[src/hdl/pps_pkg.sv]
// Shared types and constants for the preemptive priority scheduler.
// No dependencies; used by the scheduler top level and its testbench.
package pps_pkg;

  typedef enum logic [2:0] {
    ST_IDLE,
    ST_SCAN,
    ST_UPDATE,
    ST_TURN,
    ST_WAIT,
    ST_RESULT
  } state_t;

  localparam logic KIND_LOAD = 1'b0;
  localparam logic KIND_TICK = 1'b1;

  localparam logic [31:0] TIME_MAX = 32'hFFFF_FFFF;

  // One process table entry as stored in the entry RAM.
  typedef struct packed {
    logic [15:0] arrival;
    logic [15:0] burst;
    logic [7:0]  prio;
    logic [15:0] remaining;
  } entry_t;

endpackage

[src/hdl/pps_ram.sv]
// Generic single-port-write, single-port-read RAM with registered read data.
// No dependencies.
module pps_ram #(
  parameter int WIDTH = 8,
  parameter int DEPTH = 16
) (
  input  logic                     clk,
  input  logic                     we,
  input  logic [$clog2(DEPTH)-1:0] waddr,
  input  logic [WIDTH-1:0]         wdata,
  input  logic                     re,
  input  logic [$clog2(DEPTH)-1:0] raddr,
  output logic [WIDTH-1:0]         rdata
);

  logic [WIDTH-1:0] mem [DEPTH];

  always_ff @(posedge clk) begin
    if (we) begin
      mem[waddr] <= wdata;
    end
    if (re) begin
      rdata <= mem[raddr];
    end
  end

endmodule

[src/hdl/preemptive_priority_scheduler.sv]
// Preemptive priority scheduler: process table in one RAM, scanned per tick.
// Items are taken in ST_IDLE only. Load: the entry is written, then ST_RESULT loads the result.
// Tick item: ST_SCAN reads the entry RAM one entry per cycle, then ST_UPDATE, ST_TURN and
// ST_WAIT do the update, turnaround and waiting steps before ST_RESULT loads the result.
// A finished result waits in the output register while the next item is taken.
// Synchronous reset empties the table and clears time; RAM contents are not cleared.
module preemptive_priority_scheduler #(
  parameter int MAX_PROCS = 16
) (
  input  logic        clk,
  input  logic        rst,
  input  logic        in_valid,
  output logic        in_stall,
  input  logic        kind,
  input  logic [15:0] arrival_time,
  input  logic [15:0] burst_length,
  input  logic [7:0]  prio_level,
  output logic        out_valid,
  input  logic        out_stall,
  output logic        accepted,
  output logic        ran,
  output logic [3:0]  proc_index,
  output logic [31:0] time_after,
  output logic        finished,
  output logic [31:0] turnaround_time,
  output logic [31:0] waiting_time,
  output logic        all_done
);

  localparam int IW = $clog2(MAX_PROCS);
  localparam int CW = $clog2(MAX_PROCS + 1);
  localparam int EW = $bits(pps_pkg::entry_t);

  pps_pkg::state_t state, state_next;

  logic [CW-1:0] entry_count;
  logic [CW-1:0] done_count;
  logic [31:0]   now_time;
  logic [CW-1:0] issue_cnt;
  logic          rd_pend;
  logic [IW-1:0] rd_idx;
  logic          have;
  logic [IW-1:0] best_idx;
  pps_pkg::entry_t best;

  logic          res_accepted;
  logic          res_ran;
  logic [IW-1:0] res_idx;
  logic          res_finished;
  logic [31:0]   res_tat;
  logic [31:0]   res_wt;

  logic          ram_we;
  logic [IW-1:0] ram_waddr;
  logic [EW-1:0] ram_wdata;
  logic          ram_re;
  logic [IW-1:0] ram_raddr;
  logic [EW-1:0] ram_rdata;

  pps_pkg::entry_t rd_e;
  pps_pkg::entry_t load_e;
  pps_pkg::entry_t upd_e;
  logic          load_ok;
  logic          issue;
  logic          elig;
  logic          better;
  logic          out_free;
  logic [15:0]   rem_dec;
  logic [15:0]   bur_fix;
  logic [32:0]   wt_diff;
  logic [IW+3:0] idx_ext;

  pps_ram #(
    .WIDTH(EW),
    .DEPTH(MAX_PROCS)
  ) u_entry_ram (
    .clk  (clk),
    .we   (ram_we),
    .waddr(ram_waddr),
    .wdata(ram_wdata),
    .re   (ram_re),
    .raddr(ram_raddr),
    .rdata(ram_rdata)
  );

  assign rd_e     = pps_pkg::entry_t'(ram_rdata);
  assign load_ok  = entry_count < CW'(MAX_PROCS);
  assign issue    = issue_cnt < entry_count;
  assign out_free = !out_valid || !out_stall;
  assign rem_dec  = best.remaining - 16'd1;
  assign bur_fix  = (burst_length == 16'd0) ? 16'd1 : burst_length;
  assign wt_diff  = {1'b0, res_tat} - {17'd0, best.burst};
  assign idx_ext  = {4'd0, res_idx};

  // A zero remaining count marks a completed entry.
  assign elig   = (rd_e.remaining != 16'd0) && ({16'd0, rd_e.arrival} <= now_time);
  assign better = !have || (rd_e.prio < best.prio) ||
                  ((rd_e.prio == best.prio) && (rd_e.arrival < best.arrival));

  always_comb begin
    load_e.arrival   = arrival_time;
    load_e.burst     = bur_fix;
    load_e.prio      = prio_level;
    load_e.remaining = bur_fix;
    upd_e            = best;
    upd_e.remaining  = rem_dec;
  end

  // Next state
  always_comb begin
    state_next = state;
    unique case (state)
      pps_pkg::ST_IDLE: begin
        if (in_valid) begin
          state_next = (kind == pps_pkg::KIND_LOAD) ? pps_pkg::ST_RESULT : pps_pkg::ST_SCAN;
        end
      end
      pps_pkg::ST_SCAN: begin
        if (!issue && !rd_pend) begin
          state_next = pps_pkg::ST_UPDATE;
        end
      end
      pps_pkg::ST_UPDATE: state_next = pps_pkg::ST_TURN;
      pps_pkg::ST_TURN:   state_next = pps_pkg::ST_WAIT;
      pps_pkg::ST_WAIT:   state_next = pps_pkg::ST_RESULT;
      pps_pkg::ST_RESULT: begin
        if (out_free) begin
          state_next = pps_pkg::ST_IDLE;
        end
      end
      default: state_next = pps_pkg::ST_IDLE;
    endcase
  end

  // Outputs of the state machine
  always_comb begin
    in_stall  = 1'b1;
    ram_we    = 1'b0;
    ram_waddr = best_idx;
    ram_wdata = upd_e;
    ram_re    = 1'b0;
    ram_raddr = issue_cnt[IW-1:0];
    unique case (state)
      pps_pkg::ST_IDLE: begin
        in_stall = 1'b0;
        if (in_valid && kind == pps_pkg::KIND_LOAD && load_ok) begin
          ram_we    = 1'b1;
          ram_waddr = entry_count[IW-1:0];
          ram_wdata = load_e;
        end
      end
      pps_pkg::ST_SCAN: begin
        ram_re = issue;
      end
      pps_pkg::ST_UPDATE: begin
        ram_we = have;
      end
      default: begin
      end
    endcase
  end

  // Control state
  always_ff @(posedge clk) begin
    if (rst) begin
      state       <= pps_pkg::ST_IDLE;
      entry_count <= '0;
      done_count  <= '0;
      now_time    <= '0;
      issue_cnt   <= '0;
      rd_pend     <= 1'b0;
      have        <= 1'b0;
      out_valid   <= 1'b0;
    end else begin
      state <= state_next;
      unique case (state)
        pps_pkg::ST_IDLE: begin
          if (in_valid) begin
            if (kind == pps_pkg::KIND_LOAD) begin
              if (load_ok) begin
                entry_count <= entry_count + CW'(1);
              end
            end else begin
              issue_cnt <= '0;
              rd_pend   <= 1'b0;
              have      <= 1'b0;
            end
          end
        end
        pps_pkg::ST_SCAN: begin
          if (issue) begin
            issue_cnt <= issue_cnt + CW'(1);
          end
          rd_pend <= issue;
          if (rd_pend && elig && better) begin
            have <= 1'b1;
          end
        end
        pps_pkg::ST_UPDATE: begin
          if (now_time != pps_pkg::TIME_MAX) begin
            now_time <= now_time + 32'd1;
          end
          if (have && rem_dec == 16'd0) begin
            done_count <= done_count + CW'(1);
          end
        end
        default: begin
        end
      endcase
      if (state == pps_pkg::ST_RESULT && out_free) begin
        out_valid <= 1'b1;
      end else if (!out_stall) begin
        out_valid <= 1'b0;
      end
    end
  end

  // Payload
  always_ff @(posedge clk) begin
    unique case (state)
      pps_pkg::ST_IDLE: begin
        if (in_valid) begin
          res_ran      <= 1'b0;
          res_finished <= 1'b0;
          res_tat      <= '0;
          res_wt       <= '0;
          if (kind == pps_pkg::KIND_LOAD && load_ok) begin
            res_accepted <= 1'b1;
            res_idx      <= entry_count[IW-1:0];
          end else begin
            res_accepted <= 1'b0;
            res_idx      <= '0;
          end
        end
      end
      pps_pkg::ST_SCAN: begin
        rd_idx <= issue_cnt[IW-1:0];
        if (rd_pend && elig && better) begin
          best     <= rd_e;
          best_idx <= rd_idx;
        end
      end
      pps_pkg::ST_UPDATE: begin
        res_ran      <= have;
        res_idx      <= have ? best_idx : '0;
        res_finished <= have && (rem_dec == 16'd0);
      end
      pps_pkg::ST_TURN: begin
        res_tat <= res_finished ? (now_time - {16'd0, best.arrival}) : '0;
      end
      pps_pkg::ST_WAIT: begin
        // Clamp to zero when saturated time makes turnaround shorter than burst.
        res_wt <= (res_finished && !wt_diff[32]) ? wt_diff[31:0] : '0;
      end
      default: begin
      end
    endcase
    if (state == pps_pkg::ST_RESULT && out_free) begin
      accepted        <= res_accepted;
      ran             <= res_ran;
      proc_index      <= idx_ext[3:0];
      time_after      <= now_time;
      finished        <= res_finished;
      turnaround_time <= res_tat;
      waiting_time    <= res_wt;
      all_done        <= (done_count == entry_count);
    end
  end

endmodule

[config.mk]
export PLATFORM = sky130hd
export DESIGN_NAME = preemptive_priority_scheduler
export DESIGN_NICKNAME = d
export VERILOG_FILES = /design/src/hdl/pps_pkg.sv /design/src/hdl/pps_ram.sv /design/src/hdl/preemptive_priority_scheduler.sv
export SDC_FILE = /design/constraint.sdc
export NUM_CORES = 1
export LEC_CHECK = 0
export BUFFER_PORTS_ARGS = -buffer_cell sky130_fd_sc_hd__buf_2
export CORE_MARGIN = 10
export CORE_UTILIZATION = 25
export CTS_CLUSTER_DIAMETER = 50
export DETAILED_ROUTE_END_ITERATION = 16
export MAX_ROUTING_LAYER = met4
export PLACE_DENSITY = 0.43
export SYNTH_ARGS = -nofsm -noshare
export SYNTH_HDL_FRONTEND = slang
export SYNTH_SLANG_ARGS = --single-unit
[constraint.sdc]
create_clock -name clk -period 16 [get_ports clk]
set_input_delay 0.8 -clock clk [delete_from_list [all_inputs] [get_ports clk]]
set_output_delay 0.8 -clock clk [all_outputs]
set_load 0.05 [all_outputs]
* Yosys cells after proc, flatten, opt, wreduce, memory -nomap -nowiden
Memory sizes are Yosys's and may differ from the RTL's. A register that Yosys moved wholly into a read port is not among the register bits.
Cells that the tools add are included.
** Cells by class
- $add $sub $neg :: 7
- $lt $le $gt $ge :: 5
- Equality and inequality tests :: 15
- Mux-type cells :: 40
- Bitwise operators :: 1
- Reduce and logical (&&, ||, !) cells :: 40
** Operator list (count)
- $pmux W32 S2 :: 2
- $mux W56 :: 2
- $mux W32 :: 3
- $sub A32 B16 Y33 :: 1
- $add A32 B1 Y32 const B :: 1
- $le A16 B32 Y1 :: 1
- $logic_not A16 Y1 :: 2
- $ne A32 B32 Y1 const B :: 1
- $sub A32 B16 Y32 :: 1
- $mux W4 :: 5
- $pmux W3 S6 :: 1
- $lt A16 B16 Y1 :: 1
- $mux W16 :: 1
- $reduce_bool A16 Y1 :: 1
- $sub A16 B1 Y16 const B :: 1
- $add A5 B1 Y5 const B :: 3
- $mux W5 :: 3
- $reduce_and A2 Y1 :: 7
- $mux W1 :: 12
- $mux W3 :: 4
- $ne A2 B2 Y1 const B :: 6
- $reduce_and A4 Y1 :: 3
- $logic_and A1 B1 Y1 :: 11
- $pmux W1 S2 :: 5
- 17 further kinds :: 30
** Storage, ports and cells
- Bits in registers :: 292
- Bits in writable memories :: 896
- Bits of input ports :: 45
- Output and inout port bits :: 106
- Word-level logic and storage cells :: 137
- Memories kept :: 1
** Memory list
- u_entry_ram.mem :: words 16, bits a word 56, read ports 1, clocked after Yosys merged registers in 1, write ports 1, line pps_ram.sv:16 : logic [WIDTH-1:0] mem [DEPTH];

* Depth between registers and ports, before layout
Gate-level depths: netlist of the first run.
- Word-level depth :: 7
- Depth in mapped cells :: 12
- Mapped depth without buffers :: 11

* Hierarchy
A second synthesis of the first run with hierarchy kept.
** Unflattened totals
- Cell total of the unflattened synthesis :: 2751
- Area total of the unflattened synthesis :: 49730.2 um^2
** Modules (own cells, without submodules)
- pps_ram :: times used 1, cells each 1445, area an instance 35238.8 um^2, sequential area each 28587.4 um^2
- preemptive_priority_scheduler :: times used 1, cells each 1306, area an instance 14491.4 um^2, sequential area each 8237.9 um^2

* Worst setup path after synthesis of the first run
OpenSTA, ideal clock, no wires.
- Kind :: flip-flop to flip-flop
- Start :: register u_entry_ram.rdata[53] (read register of u_entry_ram.mem)
- End :: register best[0] (netlist name) (enable)
- Library setup time :: 0.570 ns
- Data arrival time :: 6.092 ns
- Data required time :: 15.430 ns
- Slack :: 9.338 ns
- Stages on the path, launching flop included :: 8
- Path buffers :: 0
- Clock period less this slack :: 6.662 ns
- Cells stage by stage :: edfxtp_1 > ha_1 > a21o_1 > a21o_1 > a2111oi_0 > nor2b_1 > o2111ai_1 > a21boi_0
** Between the ends
- Cells in the longest elaborated chain, start to end :: 5
- Elaborated cells on any way between the ends :: 8
- Classes of those cells :: 2 x order compare; 6 x reduce/logical
** Ends and longest elaborated chain
- start: declaration :: line pps_ram.sv:13 : output logic [WIDTH-1:0] rdata
- $le A16 B32 Y1 or $lt A16 B16 Y1 (tied branches) :: line preemptive_priority_scheduler.sv:96, preemptive_priority_scheduler.sv:98
- $logic_and A1 B1 Y1, on equally long branches :: line preemptive_priority_scheduler.sv:96, preemptive_priority_scheduler.sv:98
- $logic_and A1 B1 Y1 or $logic_or A1 B1 Y1 (tied branches) :: line preemptive_priority_scheduler.sv:238, preemptive_priority_scheduler.sv:97
- $logic_and A1 B1 Y1 (*) :: line preemptive_priority_scheduler.sv:238 : if (rd_pend && elig && better) begin
- $reduce_and A2 Y1 (no source line) (*)
- end signal: assignment :: line preemptive_priority_scheduler.sv:239 : best <= rd_e;
- end: declaration :: line preemptive_priority_scheduler.sv:44 : pps_pkg::entry_t best;
Mark *: on every way between the ends. The rest lies on a longest branch, timed or not.
A chain may end at the register's enable or synchronous reset.

* Worst setup path in the final report of the first run
- Start :: register state[2]
- End :: memory u_entry_ram.mem[8][31] (netlist name) (enable)
** Between the ends
- Cells in the longest elaborated chain, start to end :: 4
- Elaborated cells on any way between the ends :: 6
- Classes of those cells :: 1 x eq/ne; 4 x mux; 1 x reduce/logical
** Ends and longest elaborated chain
- start: declaration :: line preemptive_priority_scheduler.sv:34 : pps_pkg::state_t state, state_next;
- start signal: assignment :: line preemptive_priority_scheduler.sv:166 : state <= pps_pkg::ST_IDLE;
- start signal: assignment :: line preemptive_priority_scheduler.sv:175 : state <= state_next;
- $eq A3 B2 Y1 or $logic_not A3 Y1 (tied branches) :: line preemptive_priority_scheduler.sv:143 : unique case (state)
- $pmux W1 S2 :: line preemptive_priority_scheduler.sv:143
- $mux W1 :: line pps_ram.sv:19 : if (we) begin
- $mux W1 (implied by the code) :: line pps_ram.sv:20 : mem[waddr] <= wdata;
- end: declaration :: line pps_ram.sv:16
Parallel ways exist; a longest one is shown, timed or not.

==> run_results.csv, run 1 <==
group,metric,value,unit
status,status,"completed",
floorplanning,die_y,465.5,um
cts,cts_buffers,142,
sta,period_share,27.67,%
route,drtIter0Drc,1879,
cts,cts_tree,"yes",
setup_path,cp.buffers_inverters,2,
grt,grt_use_total,12.87,%
setup_path,endpoint_kind,"register",
cts,cts.sink_count,1244,
place,port_buffers,150,
finish,nNetsFinal,3002,
grt,grt-ovfl-total,0,
yosys,synth_cells,2598,
sta,maxSlewHeadroom,12.41,%
finish,drive_gt1_share,26.12,%
yosys,ys_seq_area_share,74.21,%
setup_path,critPathMaxFanout,32,
finish,area_growth,18.54,%
route,dr.pass1.iters,7,
route,vias_per_cell,4.429,
cts,ctsLongestPathBuffers,3,
yosys,synthArstFlopShare,0,%
sta,rsz0062_at_grt,"false",
pwr,p_per_area,128.5,nW/um^2
grt,grt_max_degree,100,
setup_path,crit_top_cell,"nand2_1",
yosys,synth_seq_cells,1244,
floorplanning,io_pins,151,
floorplanning,die_w,465.5,um
yosys,ys_warn_count,0,
cts,post_cts_buffers,0,
sta,period_minus_slack,4.428,ns
cts,ctsHtreeMaxLevel,4,
setup_path,start_kind,"register",
floorplanning,rows,163,
grt,grt_pass1_vias,26190,
pwr,leakagePower,18.60,nW
route,wire_per_inst,24.41,um
setup_path,critPathArrivalTime,4.83,ns
finish,nFillCells,19490,
place,pre_cts_ws,11.35,ns
pwr,irDropWorstVdd,116.0,uV
yosys,syn-num-nets,2726,
setup_path,cpPeakStageDelay,1.00,ns
yosys,synth_flop_cell,"edfxtp_1",
setup_path,path_delay_family,"simple AND/OR/NAND/NOR gates",
place,place.gp.congestion,0.7704,
yosys,synth_cell_types,71,
floorplanning,start_util,25.14,%
cts,hold_buffers,0,
yosys,synth-edff-count,1191,
sta,final_max_slew_viol_count,0,
route,drc,0,
grt,grt_pass1_wl,198300,um
job,drv_cap,0,
sta,clock.fmax,0.2258,GHz
sta,setup_viol,0,
setup_path,required,16.40,ns
floorplanning,core,197400,um^2
place,dpl.hpwl,87180,um
route,drtAntennaViolNets,0,
finish,utilization,29.80,%
setup_path,worstPathCellList,"nor3_1, nand2_1, inv_1, nand2_1, a31oi_1, nor2_4, buf_4",
sta,worstMarginPinSlew,1.306,ns
route,drt_wl_total,137400,um
finish,regArea,36840,um^2
cts,cts_resized,0,
cts,insertion_delay,0.78,ns
floorplanning,die_area,216700,um^2
grt,antenna_found_initial,14,
yosys,avgSynthCellArea,19.10,um^2
sta,hold_violations,0,
sta,setup_slack,11.57,ns
worst_hold_path,holdCritPathClass,"reg2reg",
cts,clockRootBuffer,"clkbuf_16",
route,vias,24940,
setup_path,cp_slowest_cell,"nor2_4",
finish,multi_input_area,12250,um^2
pwr,power,7.561,mW
cts,clk_pin_slew,0.06,ns
sta,finalClockSkew,0.02564,ns
yosys,synthesis.area,49620,um^2
setup_path,worstSetupPathType,"reg2reg",
sta,fin_tns_setup,0,ns
## path summary, 6_finish.rpt
check / startpoint / depth (start not counted) / slack [ns] / to
worst min register to register: res_wt[14] / 0 / 0.41 / waiting_time[14]
worst max-delay path: state[2] / 7 / 11.57 / u_entry_ram.mem[8][31]
worst max register to register: state[2] / 7 / 11.57 / u_entry_ram.mem[8][31]
worst min-delay path: res_wt[14] / 0 / 0.41 / waiting_time[14]
## layout by cell type, fill, tap and decap left out, drive strengths merged, types with 8 or more instances in the layout
master     n
a21o      28
a21oi     61
a31oi     11
and3       9
buf      235
bufinv    14
clkbuf   178
clkinv    46
dfxtp     53
edfxtp  1191
ha        81
inv       92
mux4     280
nand2    110
nand2b    15
nand3     32
nand4     28
nor2     157
nor2b     15
nor3      33
nor4      24
o21a       8
o21ai     82
or3       15
or4        8
xnor2     50
xor2      44
## stage by stage
step,std cells,cell area [um^2],hold slack (ns)
2_1_floorplan,2598,49620,0.4003
4_1_cts,5626,58810,0.4118
5_1_grt,5628,58820,0.4218
6_report,5631,58830,0.4131
3_3_place_gp,5370,54090,0.4007
3_5_place_dp,5370,54090,0.4045
## sequential cells by signal, indices dropped and copies added, names as in the netlist, 3 cells and up
register and flops:
res_tat 32, issue_cnt 5, u_entry_ram.rdata 56, res_idx 4
state 3, entry_count 5, rd_idx 4, done_count 5
u_entry_ram.mem 896, best 56, turnaround_time 32, waiting_time 32
time_after 32, res_wt 32, proc_index 4, now_time 32
best_idx 4
## cells by family after synthesis
family | after synthesis | synth area share [%]
xor+xnor | 94 | 1.659
compound gates | 239 | 3.091
flops | 1244 | 74.21
fa+ha+maj | 83 | 2.123
simple gates | 472 | 4.702
mux | 284 | 12.79
buf+inv | 182 | 1.427
## metal layers
layer | part of all wire, % | track usage, %
met1 | 46 | 17.23
met2 | 48 | 20.50
met3 | 3.7 | 1.999
met4 | 1.9 | 3.174
met5 | 0 | -
## cells in the mapped netlist (all sizes together) (3+ instances only)
master | instances | area share, %
edfxtp | 1191 | 72
mux4 | 280 | 13
nor2 | 157 | 1.2
nand2 | 110 | 0.85
o21ai | 82 | 0.83
ha | 81 | 2.0
inv | 79 | 0.60
clkbuf | 76 | 0.58
a21oi | 61 | 0.62
dfxtp | 53 | 2.1
xnor2 | 50 | 0.88
xor2 | 44 | 0.78
nor3 | 33 | 0.34
nand3 | 32 | 0.32
a21o | 28 | 0.42
nand4 | 28 | 0.35
buf | 27 | 0.25
nor4 | 24 | 0.36
nand2b | 15 | 0.20
nor2b | 15 | 0.19
or3 | 15 | 0.20
a31oi | 11 | 0.16
and3 | 9 | 0.11
o21a | 8 | 0.12
or4 | 8 | 0.13
o21bai | 7 | 0.11
o31ai | 7 | 0.11
or2 | 7 | 0.088
a2111oi | 6 | 0.21
nand3b | 6 | 0.091
a211oi | 4 | 0.061
a21boi | 4 | 0.061
and4 | 4 | 0.071
mux2i | 4 | 0.081
nor3b | 4 | 0.081
a41oi | 3 | 0.053
o31a | 3 | 0.053
o41ai | 3 | 0.068
## layout make-up
| cell class | count | area share (%) |
|---|---|---|
| clock inverters | 78 | 1.555 |
| repair buffers | 235 | 2.382 |
| inverters | 79 | 0.5041 |
| flip-flops and latches | 1244 | 62.63 |
| diodes | 5 | 0.02127 |
| well taps | 2640 | 5.615 |
| clock buffers | 178 | 6.468 |
| multi-input cells | 1172 | 20.83 |
## where the power goes
| group | switching [mW] | leakage [nW] | internal [mW] |
|---|---|---|---|
| clock network | 1.35 | 2.29 | 1.93 |
| registers | 0.0552 | 11.2 | 3.72 |
| logic | 0.344 | 5.06 | 0.156 |
Power figures use the tool's default switching activity.
==> run 2, diff against run 1 <==
--- a/config.mk
+++ b/config.mk
@@ -5,13 +5,14 @@
 export SDC_FILE = /design/constraint.sdc
 export NUM_CORES = 1
 export LEC_CHECK = 0
+export ABC_AREA = 1
 export BUFFER_PORTS_ARGS = -buffer_cell sky130_fd_sc_hd__buf_2
 export CORE_MARGIN = 10
 export CORE_UTILIZATION = 25
 export CTS_CLUSTER_DIAMETER = 50
 export DETAILED_ROUTE_END_ITERATION = 16
 export MAX_ROUTING_LAYER = met4
-export PLACE_DENSITY = 0.43
+export PLACE_DENSITY = 0.44
 export SYNTH_ARGS = -nofsm -noshare
 export SYNTH_HDL_FRONTEND = slang
 export SYNTH_SLANG_ARGS = --single-unit
==> constraint.sdc (replaced) <==
create_clock -name clk -period 3.7 [get_ports clk]
set_input_delay 0.185 -clock clk [delete_from_list [all_inputs] [get_ports clk]]
set_output_delay 0.185 -clock clk [all_outputs]
set_load 0.05 [all_outputs]
==> run 2 against run 1 <==
Compared with the run above:
- utilization up 0.21 points
- fmax grew 47%
- first-iteration DRC count increased by 45%
- critical path depth is 5 higher
- setup slack got worse by 11 ns
- sequential share of layout area down 2.7 points
- hold slack worse by 0.40 ns
- clock skew increased by 0.019 ns
==> run_results.csv, run 2 <==
group,metric,value,unit
sta,worstMarginPinSlew,1.263,ns
pwr,seqPwrFrac,44.2,%
cts,clockRootBuffer,"clkbuf_16",
pwr,swShare,29.16,%
cts,ctsLongestPathBuffers,3,
setup_path,endpoint_kind,"register",
finish,nFillCells,20720,
cts,clk_pin_slew,0.06,ns
yosys,yosysTopAreaCell,"edfxtp_1",
route,drtAntennaViolNets,0,
finish,area_growth,19.44,%
cts,cts_resized,0,
sta,hold_violations,0,
sta,maxSlewHeadroom,15.22,%
grt,grt-ovfl-total,0,
yosys,synth-compound-area-share,9.376,%
grt,grt_max_degree,155,
setup_path,critPathArrivalTime,3.43,ns
route,dr.pass1.iters,6,
route,wire_per_inst,21.99,um
cts,cts_buffers,156,
grt,antenna_found_initial,7,
pwr,p_int,27.50,mW
route,vias,32930,
pwr,power,38.82,mW
yosys,synth_cell_types,60,
finish,most-common-layout-cells,"edfxtp_1 (1191), nor2_1 (666), nand2_1 (425)",
yosys,yosysMostFrequentCell,"edfxtp_1",
yosys,syn-num-nets,4140,
yosys,ys_seq_area_share,71.56,%
route,drtIter0Drc,2725,
grt,grt_pass1_wl,226000,um
sta,setup_viol,0,
place,pre_cts_ws,0.6288,ns
yosys,synth_top_cell_area_share,69.50,%
yosys,synth_flop_cell,"edfxtp_1",
floorplanning,die_w,473.7,um
finish,reg.largest.list,"u_entry_ram.mem: 896 flops, best: 56 flops, u_entry_ram.rdata: 56 flops",
yosys,synth-simple-area-share,11.58,%
yosys,synthArstFlopShare,0,%
sta,setup_slack,0.6923,ns
worst_hold_path,holdCritPathClass,"in2reg",
yosys,synth_cells,4012,
route,vias_per_cell,4.657,
floorplanning,rows,166,
floorplanning,die_area,224400,um^2
yosys,synth_top_family_by_area,"simple AND/OR/NAND/NOR gates",
yosys,yosys-top-cells-count,"edfxtp_1 (1191), nor2_1 (683), nand2_1 (425), o21ai_0 (336), inv_1 (190)",
place,placed_area,56060,um^2
finish,regMostFlops,"u_entry_ram.mem",
yosys,synthMuxAreaShare,1.828,%
pwr,p_switching,11.32,mW
place,dpl.hpwl,92440,um
route,drt_wl_total,155500,um
yosys,synth_area_leaders,"edfxtp_1 (70%), nor2_1 (5.0%), o21ai_0 (3.3%)",
status,status,"completed",
setup_path,required,4.12,ns
floorplanning,die_y,473.7,um
finish,fin_area,61460,um^2
setup_path,start_kind,"register",
setup_path,r2r_slack,0.69,ns
sta,finalClockSkew,0.04451,ns
floorplanning,core,204800,um^2
floorplanning,io_pins,151,
sta,final_max_slew_viol_count,0,
finish,instances_no_fill,7071,
pwr,irDropWorstVdd,386.4,uV
grt,grt_pass1_vias,32240,
yosys,synthAdderAreaFrac,2.047,%
yosys,synth_seq_cells,1244,
yosys,synthesis.area,51460,um^2
sta,hold-worst-slack,0.01314,ns
job,drv_cap,0,
finish,layout_commonest_cell,"edfxtp_1",
setup_path,critPathMaxFanout,25,
finish,multi_input_area,13150,um^2
finish,regArea,36840,um^2
cts,insertion_delay,0.80,ns
finish,largest_reg_flops,896,
setup_path,rr_worst_depth,12,
pwr,leakagePower,20.59,nW
setup_path,worstSetupPathType,"reg2reg",
place,place_inst,6758,
sta,period_share,81.29,%
place,port_buffers,150,
sta,rsz0062_at_grt,"false",
worst_hold_path,whs_path_depth,4,
finish,nNetsFinal,4375,
yosys,synth_xor_area_share,0.4425,%
grt,grt_use_total,13.84,%
sta,clock.fmax,0.3325,GHz
cts,ctsHtreeMaxLevel,4,
sta,period_minus_slack,3.008,ns
pwr,pwr-share-clk,39.2,%
finish,drive_gt1_share,13.50,%
yosys,avgSynthCellArea,12.83,um^2
cts,cts.sink_count,1244,
yosys,ys_warn_count,0,
pwr,p_per_area,631.7,nW/um^2
yosys,synth-edff-count,1191,
cts,cts_tree,"yes",
place,place.gp.congestion,0.8363,
floorplanning,start_util,25.13,%
pwr,p_comb_share,16.6,%
route,drc,0,
-- run 2: cell families (layout without fill, tap and decap cells) --
family	count (synthesis)	count (layout)
XOR/XNOR	26	26
other	0	5
buffers and inverters	400	766
adder cells (fa/ha/maj)	83	83
multiplexers	94	94
AO/OA/AOI/OAI	756	756
AND/OR/NAND/NOR	1409	1409
flip-flops	1244	1244
-- run 2: metrics by stage --
step | TNS (ns) | util (%)
global route | 0 | 30.01
global placement | 0 | 27.37
CTS | 0 | 30.01
detailed placement | 0 | 27.37
finish | 0 | 30.01
floorplan | -413.26 | -
-- run 2: area by class of cell --
class | count | share of cell area, %
sequential | 1244 | 59.94
multi-input combinational | 2368 | 21.40
clock buffer | 184 | 6.592
tap | 2688 | 5.472
timing repair buffer | 277 | 3.461
clock inverter | 105 | 1.873
inverter | 200 | 1.250
antenna | 5 | 0.02036
-- run 2: power groups by stage --
stage               registers [mW]  logic (mW)  clock network, mW
floorplan                     17.7        4.03                  0
global placement              17.4        6.52                  0
detailed placement            17.4        6.50                  0
CTS                           17.2        6.55               15.6
global route                  17.2        7.12               16.2
finish                        17.1        6.44               15.2
-- run 2: path summary, 6_finish.rpt --
check,startpoint,endpoint
hold / removal,arrival_time[0],u_entry_ram.mem[13][40]
setup / recovery,state[0],u_entry_ram.mem[14][5]
setup reg to reg,state[0],u_entry_ram.mem[14][5]
hold reg to reg,rd_idx[1],best_idx[1]
-- run 2: what timing repair did --
action | 4_1_cts | 5_1_grt
endpoints found under the setup margin | 0 | 0
setup buffers | 0 | 0
hold endpoints to repair | 223 | 0
hold buffers | 19 | 0
-- run 2: critical path, cell delays in order (launching register included) --
cell and delay, ns:
dfxtp_1 0.35, nor2_2 0.15, inv_2 0.04, nor2_2 0.10, inv_2 0.08, nor2_8 0.12, inv_4 0.07, nor2_8 0.13
inv_4 0.12, a21oi_1 0.28, nand3_1 0.38, nor2_4 0.25, buf_4 0.51
-- run 2: routing by layer --
| metal | GRT usage, % | vias up | part of all wire [%] |
|---|---|---|---|
| met5 | - | - | 0 |
| met1 | 19.04 | 16400 | 47 |
| met4 | 3.047 | 0 | 1.7 |
| met3 | 2.776 | 195 | 6.2 |
| li1 | - | 15310 | - |
| met2 | 21.08 | 1033 | 45 |
